`src/rtl/pawc_pkg.sv`:
```
// ----------------------------------------------------------------------------
// pawc_pkg
// Shared types and constants of the PID controller with anti-windup.
// ----------------------------------------------------------------------------
package pawc_pkg;

    typedef enum logic [2:0] {
        REG_GAIN_P   = 3'd0,
        REG_GAIN_I   = 3'd1,
        REG_GAIN_D   = 3'd2,
        REG_LIMIT_LO = 3'd3,
        REG_LIMIT_HI = 3'd4,
        REG_PERIOD   = 3'd5
    } cfg_reg_t;

    // milliseconds per second
    localparam logic [9:0]  DT_SCALE   = 10'd1000;
    localparam int          DIV_STEPS  = 64;
    localparam int          RCP_STEPS  = 4;
    localparam int          CNT_WIDTH  = 6;
    localparam logic [1:0]  TERM_LAST  = 2'd2;
    // floor(2^64 / 1000), reciprocal of the millisecond scale
    localparam logic [63:0] RCP_1000   = 64'hFFFF_FFFF_FFFF_FFFF / 64'd1000;

    typedef struct packed {
        logic latch;
        logic load;
        logic mul_i;
        logic set_i;
        logic rcp_step;
        logic div_step;
        logic end_i;
        logic set_d;
        logic end_d;
        logic term_load;
        logic term_lo;
        logic term_hi;
        logic term_acc;
        logic finish;
    } pawc_cmd_t;

    typedef struct packed {
        logic enabled;
        logic dt_zero;
        logic div_last;
        logic term_last;
        logic out_free;
    } pawc_status_t;

endpackage

```
`src/rtl/pawc_ctrl.sv`:
```
// ----------------------------------------------------------------------------
// pawc_ctrl
// Sequencer of one control scan: error, integral scaling by reciprocal,
// derivative division, three gain products, clamp and write-back.
// ----------------------------------------------------------------------------
module pawc_ctrl
    import pawc_pkg::*;
(
    input  logic         clk,
    input  logic         rst_n,
    input  logic         s_tvalid,
    output logic         s_tready,
    output pawc_cmd_t    cmd,
    input  pawc_status_t status
);

    typedef enum logic [13:0] {
        S_IDLE   = 14'b00000000000001,
        S_LOAD   = 14'b00000000000010,
        S_MUL_I  = 14'b00000000000100,
        S_SET_I  = 14'b00000000001000,
        S_RCP_I  = 14'b00000000010000,
        S_END_I  = 14'b00000000100000,
        S_SET_D  = 14'b00000001000000,
        S_DIV_D  = 14'b00000010000000,
        S_END_D  = 14'b00000100000000,
        S_T_LOAD = 14'b00001000000000,
        S_T_LO   = 14'b00010000000000,
        S_T_HI   = 14'b00100000000000,
        S_T_ACC  = 14'b01000000000000,
        S_FINISH = 14'b10000000000000
    } state_t;

    state_t state_reg;
    state_t state_next;

    always_ff @(posedge clk or negedge rst_n)
    begin
        if (!rst_n)
        begin
            state_reg <= S_IDLE;
        end
        else
        begin
            state_reg <= state_next;
        end
    end

    assign s_tready = (state_reg == S_IDLE);

    always_comb
    begin
        cmd        = '0;
        state_next = state_reg;
        unique case (state_reg)
            S_IDLE:
            begin
                if (s_tvalid)
                begin
                    cmd.latch  = 1'b1;
                    state_next = S_LOAD;
                end
            end
            S_LOAD:
            begin
                cmd.load   = 1'b1;
                state_next = status.enabled ? S_MUL_I : S_FINISH;
            end
            S_MUL_I:
            begin
                cmd.mul_i  = 1'b1;
                state_next = S_SET_I;
            end
            S_SET_I:
            begin
                cmd.set_i  = 1'b1;
                state_next = S_RCP_I;
            end
            S_RCP_I:
            begin
                cmd.rcp_step = 1'b1;
                if (status.div_last)
                begin
                    state_next = S_END_I;
                end
            end
            S_END_I:
            begin
                cmd.end_i  = 1'b1;
                state_next = S_SET_D;
            end
            S_SET_D:
            begin
                cmd.set_d  = 1'b1;
                // zero step time: derivative stays zero, skip the division
                state_next = status.dt_zero ? S_T_LOAD : S_DIV_D;
            end
            S_DIV_D:
            begin
                cmd.div_step = 1'b1;
                if (status.div_last)
                begin
                    state_next = S_END_D;
                end
            end
            S_END_D:
            begin
                cmd.end_d  = 1'b1;
                state_next = S_T_LOAD;
            end
            S_T_LOAD:
            begin
                cmd.term_load = 1'b1;
                state_next    = S_T_LO;
            end
            S_T_LO:
            begin
                cmd.term_lo = 1'b1;
                state_next  = S_T_HI;
            end
            S_T_HI:
            begin
                cmd.term_hi = 1'b1;
                state_next  = S_T_ACC;
            end
            S_T_ACC:
            begin
                cmd.term_acc = 1'b1;
                state_next   = status.term_last ? S_FINISH : S_T_LOAD;
            end
            S_FINISH:
            begin
                // hold until the output register is free
                if (status.out_free)
                begin
                    cmd.finish = 1'b1;
                    state_next = S_IDLE;
                end
            end
            default:
            begin
                state_next = S_IDLE;
            end
        endcase
    end

endmodule

```
`config.mk`:
```
export PLATFORM = sky130hd
export DESIGN_NAME = pawc_ctrl
export DESIGN_NICKNAME = d
export VERILOG_FILES = /design/src/rtl/pawc_pkg.sv /design/src/rtl/pawc_ctrl.sv
export SDC_FILE = /design/constraint.sdc
export NUM_CORES = 1
export LEC_CHECK = 0
export ABC_CLOCK_PERIOD_IN_PS = 4900
export BUFFER_PORTS_ARGS = -buffer_cell sky130_fd_sc_hd__buf_2
export CORE_ASPECT_RATIO = 1.4
export CORE_MARGIN = 4
export CORE_UTILIZATION = 26
export DETAILED_ROUTE_END_ITERATION = 6
export GPL_TIMING_DRIVEN = 0
export PLACE_DENSITY_LB_ADDON = 0.3
export SLEW_MARGIN = 20
export SYNTH_ARGS = -nofsm -noshare
export SYNTH_HDL_FRONTEND = slang
export SYNTH_SLANG_ARGS = --single-unit
```
`constraint.sdc`:
```
create_clock -name clk -period 4.9 [get_ports clk]
set_input_delay 0.98 -clock clk [delete_from_list [all_inputs] [get_ports clk]]
set_output_delay 0.98 -clock clk [all_outputs]
set_load 0.03 [all_outputs]
```
==> results.json, run 1 <==
{
  "ys_seq_area_share_pct": 35.8,
  "critical_path.endpoint_type": "primary output",
  "wl_mm": 2.18,
  "slowest_delay_ns": 0.44,
  "worstPathRequired_ns": 3.92,
  "synthCells": 100,
  "overflow": 0,
  "grt_usage_pct": 10.2,
  "cts_resized": 0,
  "power_density_mw_per_mm2": 372,
  "io_buffer_count": 22,
  "ff2ff_setup_slack_ns": 3.02,
  "synth_area_leaders": "dfrtp_1, nor4_4, nor3b_1",
  "cp_max_fo": 9,
  "area_delta_synth_final_pct": 22.2,
  "drive_gt1_share_pct": 31.7,
  "r2r_cells": 6,
  "synth_edf_count": 0,
  "drt_iter0_markers": 31,
  "fin_nets": 135,
  "fin_crit_ns": 3.16,
  "pwr-share-comb_pct": 40.6,
  "rsz0062_at_grt": "false",
  "ios": 23,
  "start_util_pct": 26.9,
  "synth_common_cells": "dfrtp_1, nor2_1, nor3b_1",
  "max-clock-path-buffers": 2,
  "post-route-util_pct": 32.9,
  "hold_path_class": "flip-flop to flip-flop",
  "ys_ff_latch": 14,
  "async_flop_share_pct": 100,
  "cp_top_family": "simple AND/OR/NAND/NOR gates",
  "timing.fmax_ghz": 0.316,
  "synth_top_cell_area_share_pct": 33.2,
  "postCtsHoldBufs": 0,
  "finalHoldViolations": 0,
  "synth_warnings": 0,
  "path_cells": "clkbuf_8 -> nor2_1 -> nand3_1 -> nor4_1 -> buf_2",
  "grt_max_degree": 15,
  "antenna_found_initial": 0,
  "internal_power_uw": 270,
  "skew_ns": 0.00242,
  "min_path_cells": 2,
  "core_mm2": 0.00364,
  "status": "completed",
  "setup_viol": 0,
  "cp_slowest_cell": "nor2_1",
  "largest_register_ffs": 14,
  "ir_drop_uv": 275,
  "crit_type": "flip-flop to primary output",
  "grt_pass1_vias": 833,
  "period_share_pct": 64.6,
  "dp_hpwl_mm": 1.76,
  "synth.most_common_cell": "dfrtp_1",
  "p_switching_uw": 176,
  "path_buf_inv": 2,
  "cap_violations": 0,
  "pwr-share-seq_pct": 33.8,
  "relSlewSlack_pct": 64.0,
  "drcViolationCount": 0,
  "cp-start-kind": "flip-flop",
  "dieHeight_um": 80.7,
  "final_cell_area_mm2": 0.00120,
  "p_leak_nw": 0.560,
  "switching_share_pct": 39.5,
  "root_buffer": "clkbuf_8",
  "htreeDepth": 1,
  "yosysTopAreaCell": "dfrtp_1",
  "clock-sinks": 14,
  "insertion_delay_ns": 0.25,
  "cts_buffers": 3,
  "dr.pass1.iters": 4,
  "ys.flop_type": "dfrtp_1",
  "worstMarginPinSlew_ns": 0.538,
  "post-cts-setup-buffers": 0,
  "num_rows": 26,
  "cts_tree": "yes",
  "die_area_mm2": 0.00483,
  "finalMaxSlewViolations": 0,
  "ant_nets": 0,
  "via_per_inst": 5.13,
  "p_clk_share_pct": 25.6,
  "vias": 862,
  "grt_pass1_wl_mm": 3.75,
  "cp.arrival_ns": 2.18,
  "gp_congestion": 0.752,
  "syn_area_per_cell_um2": 9.81,
  "ys_types": 36,
  "setup-tns-final_ns": 0,
  "synth_area_um2": 981,
  "cp_num_cells": 5,
  "fp.dieW_um": 59.9,
  "dpl_cell_area_mm2": 0.00114,
  "antenna_cells": 0,
  "synth_nets": 108,
  "drt-wirelength-per-cell_um": 13.0,
  "clk_pin_slew_ns": 0.06
}
==> layout by cell type, fill, tap and decap left out <==
cell,Yosys,final
buf_2,0,22
dfrtp_1,13,13
nor2_1,8,8
nor3b_1,8,8
nor4_1,7,7
clkbuf_8,2,6
o21ai_0,6,6
nand2b_1,5,5
nand3_1,4,4
inv_1,4,4
nor4_4,3,3
nand4_1,3,3
nor4b_1,3,3
nand3b_1,3,3
and2_1,3,3
xor2_1,3,3
nand2_1,3,3
nor3_1,2,2
o22ai_1,2,2
clkbuf_2,1,1
buf_4,1,1
buf_6,1,1
nand3_4,1,1
nor3b_2,1,1
nor4b_2,1,1
or3_4,1,1
nand2b_2,1,1
a21o_1,1,1
nor2b_1,1,1
o31ai_1,1,1
o2111ai_1,1,1
o32ai_1,1,1
a311oi_1,1,1
o21bai_1,1,1
o2bb2ai_1,1,1
a211o_1,1,1
dfstp_2,1,1
==> routing by layer <==
layer  up-vias  share of wire [%]  global-route usage [%]
met3         5                5.0                    2.09
met4         0                2.2                    5.32
met5         -                  0                       0
met1       413                 43                    11.7
li1        426                  -                       -
met2        18                 50                    17.3
==> path summary, 6_finish.rpt <==
| path | from | end |
|---|---|---|
| hold reg to reg | state_reg[5] | state_reg[5] |
| setup / recovery | state_reg[4] | cmd[10] |
| setup reg to reg | state_reg[4] | state_reg[8] |
| hold / removal | state_reg[5] | state_reg[5] |
| max in group asynchronous | rst_n | state_reg[0] |
| min in group asynchronous | rst_n | state_reg[2] |
==> stage by stage <==
| stage | setup WS [ns] | cells | hold WS [ns] | power (mW) |
|---|---|---|---|---|
| after detailed placement | 1.98 | 164 | 0.549 | 0.336 |
| after floorplan | 1.76 | 100 | 0.520 | 0.291 |
| after CTS | 1.70 | 168 | 0.558 | 0.452 |
| after global placement | 1.98 | 164 | 0.542 | 0.335 |
| final | 1.74 | 168 | 0.551 | 0.446 |
| after global routing | 1.50 | 168 | 0.575 | 0.475 |
==> worst register-to-register path, stage by stage (launching register included) <==
cell	delay, ns
dfrtp_1	0.36
clkbuf_8	0.15
nor2_1	0.44
nand3_4	0.21
or3_4	0.43
nand2b_2	0.11
nor4b_1	0.06
==> logic make-up (layout without fill, tap and decap cells) <==
| family | Yosys count | count (layout) | synth area share, % |
|---|---|---|---|
| buf+inv | 9 | 35 | 6.76 |
| compound gates | 16 | 16 | 11.1 |
| flops | 14 | 14 | 35.8 |
| simple gates | 58 | 58 | 43.6 |
| xor+xnor | 3 | 3 | 2.68 |
==> final cells by class <==
type                    count  area [µm²]
fillers                   386        2440
multi-input cells          77         563
flip-flops and latches     14         352
repair buffers             22         110
clock buffers               4        55.1
well taps                  42        52.6
plain buffers               5        51.3
inverters                   4        15.0
==> power groups by stage <==
| stage | logic (mW) | clock network (mW) | registers, mW |
|---|---|---|---|
| 2_1_floorplan | 0.142 | 0 | 0.148 |
| 3_3_place_gp | 0.183 | 0 | 0.151 |
| 3_5_place_dp | 0.184 | 0 | 0.153 |
| 4_1_cts | 0.185 | 0.116 | 0.150 |
| 5_1_grt | 0.202 | 0.121 | 0.153 |
| 6_report | 0.181 | 0.114 | 0.151 |
(Power assumes the default switching activity.)
==> run 2, diff against run 1 <==
Settings changed: ABC_AREA set to 1, ABC_CLOCK_PERIOD_IN_PS 4900 to 3050.
Clock period 4.9 ns to 3.05 ns, I/O delays scaled along.
==> run 2 against run 1 <==
Net effect: area after synthesis shrank 5.4%; via count grew 3.0%; sequential share of layout area grew 1.7 points; core utilization grew 0.35 points; register-to-register slack lost 1.5 ns; power grew 55%; worst hold slack lost 0.29 ns; final area shrank 5.4%; critical endpoint is now cmd[0].
==> results.json, run 2 <==
{
  "status": "completed",
  "power_density_mw_per_mm2": 612,
  "cp_max_fo": 8,
  "max-clock-path-buffers": 2,
  "cp_slowest_cell": "dfrtp_1",
  "setup-tns-final_ns": 0,
  "core_mm2": 0.00341,
  "r2r_cells": 10,
  "async_flop_share_pct": 100,
  "grt_max_degree": 15,
  "relSlewSlack_pct": 78.3,
  "largest_register_ffs": 14,
  "io_buffer_count": 22,
  "pwr-share-seq_pct": 32.3,
  "post-route-util_pct": 33.2,
  "via_per_inst": 4.46,
  "synth_top_cell_area_share_pct": 35.0,
  "synthCells": 133,
  "dieHeight_um": 78.7,
  "clk_pin_slew_ns": 0.06,
  "path_cells": "nor2_1 -> nand2_2 -> nor2_4 -> inv_2 -> nor4_1 -> buf_2",
  "overflow": 0,
  "grt_pass1_vias": 969,
  "p_clk_share_pct": 23.2,
  "p_switching_uw": 304,
  "num_rows": 25,
  "crit_type": "flip-flop to primary output",
  "vias": 888,
  "worstMarginPinSlew_ns": 0.323,
  "fp.dieW_um": 58.5,
  "rsz0062_at_grt": "false",
  "synth_nets": 141,
  "drt_iter0_markers": 13,
  "synth_edf_count": 0,
  "postCtsHoldBufs": 0,
  "hold_path_class": "primary input to asynchronous set/reset pin",
  "yosysTopAreaCell": "dfrtp_1",
  "area_delta_synth_final_pct": 22.1,
  "dr.pass1.iters": 4,
  "cts_tree": "yes",
  "slowest_delay_ns": 0.39,
  "dpl_cell_area_mm2": 0.00109,
  "internal_power_uw": 390,
  "ff2ff_setup_slack_ns": 1.55,
  "finalMaxSlewViolations": 0,
  "ant_nets": 0,
  "skew_ns": 0.00239,
  "pwr-share-comb_pct": 44.5,
  "post-cts-setup-buffers": 0,
  "cp.arrival_ns": 1.73,
  "synth_common_cells": "nor2_1, inv_1, nand2_1",
  "drive_gt1_share_pct": 29.6,
  "setup_viol": 0,
  "ir_drop_uv": 493,
  "cap_violations": 0,
  "ys_types": 22,
  "critical_path.endpoint_type": "primary output",
  "synth.most_common_cell": "nor2_1",
  "final_cell_area_mm2": 0.00113,
  "ys.flop_type": "dfrtp_1",
  "insertion_delay_ns": 0.25,
  "grt_pass1_wl_mm": 4.21,
  "synth_area_leaders": "dfrtp_1, nor2_1, inv_1",
  "ios": 23,
  "fill_cells": 380,
  "wl_mm": 2.30,
  "antenna_found_initial": 0,
  "switching_share_pct": 43.8,
  "synth_warnings": 0,
  "clock-sinks": 14,
  "syn_area_per_cell_um2": 6.98,
  "cp-start-kind": "flip-flop",
  "holdWs_ns": 0.257,
  "cts_resized": 0,
  "cts_buffers": 3,
  "antenna_cells": 0,
  "grt_usage_pct": 11.6,
  "dp_hpwl_mm": 1.90,
  "layout_commonest_cell": "nor2_1",
  "fin_crit_ns": 2.34,
  "p_leak_nw": 0.681,
  "worstPathRequired_ns": 2.44,
  "synth_area_um2": 928,
  "start_util_pct": 27.2,
  "die_area_mm2": 0.00460,
  "drcViolationCount": 0,
  "gp_congestion": 0.847,
  "mostFrequentLayoutCells": "nor2_1, inv_1, buf_2, nand2_1, dfrtp_1",
  "ys_ff_latch": 14,
  "finalHoldViolations": 0,
  "drt-wirelength-per-cell_um": 11.6,
  "fin_nets": 168,
  "period_share_pct": 76.6,
  "root_buffer": "clkbuf_8",
  "htreeDepth": 1,
  "timing.fmax_ghz": 0.428,
  "ys_seq_area_share_pct": 37.9
}
## run 2: cell count changes after synthesis, moves of 4 or more
cell / previous run / this run
inv_1: 4 / 26
nor2_1: 8 / 27
nand2_1: 3 / 21
nor3b_1: 8 / 0
nand2b_1: 5 / 0
nor2_2: 0 / 5
nand3_1: 4 / 8
nor4_1: 7 / 3
## run 2: power by group through the flow
| stage | sequential (mW) | clock [mW] | combinational (mW) |
|---|---|---|---|
| after detailed placement | 0.228 | 0 | 0.311 |
| after CTS | 0.224 | 0.168 | 0.312 |
| after global routing | 0.227 | 0.177 | 0.344 |
| after floorplan | 0.224 | 0 | 0.239 |
| final | 0.224 | 0.161 | 0.309 |
| after global placement | 0.227 | 0 | 0.307 |
## run 2: layout make-up
cell class | count | area, µm² | area share, %
repair buffers | 22 | 110 | 9.71
multi-input cells | 90 | 460 | 40.6
well taps | 40 | 50.0 | 4.42
flip-flops and latches | 14 | 352 | 31.0
clock buffers | 4 | 45.0 | 3.97
plain buffers | 1 | 11.3 | 0.993
inverters | 28 | 105 | 9.27
## run 2: through the flow
| stage | setup slack (ns) | instances | power (mW) |
|---|---|---|---|
| floorplan | 0.627 | 133 | 0.464 |
| global placement | 1.00 | 195 | 0.534 |
| global route | 0.562 | 199 | 0.749 |
| finish | 0.713 | 199 | 0.694 |
| detailed placement | 0.966 | 195 | 0.539 |
| CTS | 0.700 | 199 | 0.704 |
## run 2: worst max-delay path: cells and delay by family (launching register included)
family                 cells  cell delay (ns)
buffers and inverters      2             0.36
flip-flops                 1             0.39
AND/OR/NAND/NOR            4             0.74
## run 2: cell families after synthesis
group / synth area share, %
AND/OR/NAND/NOR: 42.9
AO/OA/AOI/OAI: 6.74
flip-flops: 37.9
buffers and inverters: 12.5
## run 2: final timing paths
kind	start	endpoint
min in group clk	state_reg[4]	state_reg[4]
worst min register to register	state_reg[4]	state_reg[4]
worst max register to register	state_reg[0]	state_reg[0]
worst max-delay path	state_reg[5]	cmd[0]
max in group asynchronous	rst_n	state_reg[0]
worst min-delay path	rst_n	state_reg[1]
## run 2: metal layers
metal | share of wire [%] | track usage [%] | wire [µm]
met1 | 39 | 12.5 | 894
met2 | 55 | 21.9 | 1280
met3 | 3.9 | 1.79 | 89
met4 | 1.7 | 4.18 | 40
met5 | 0 | 0 | 0
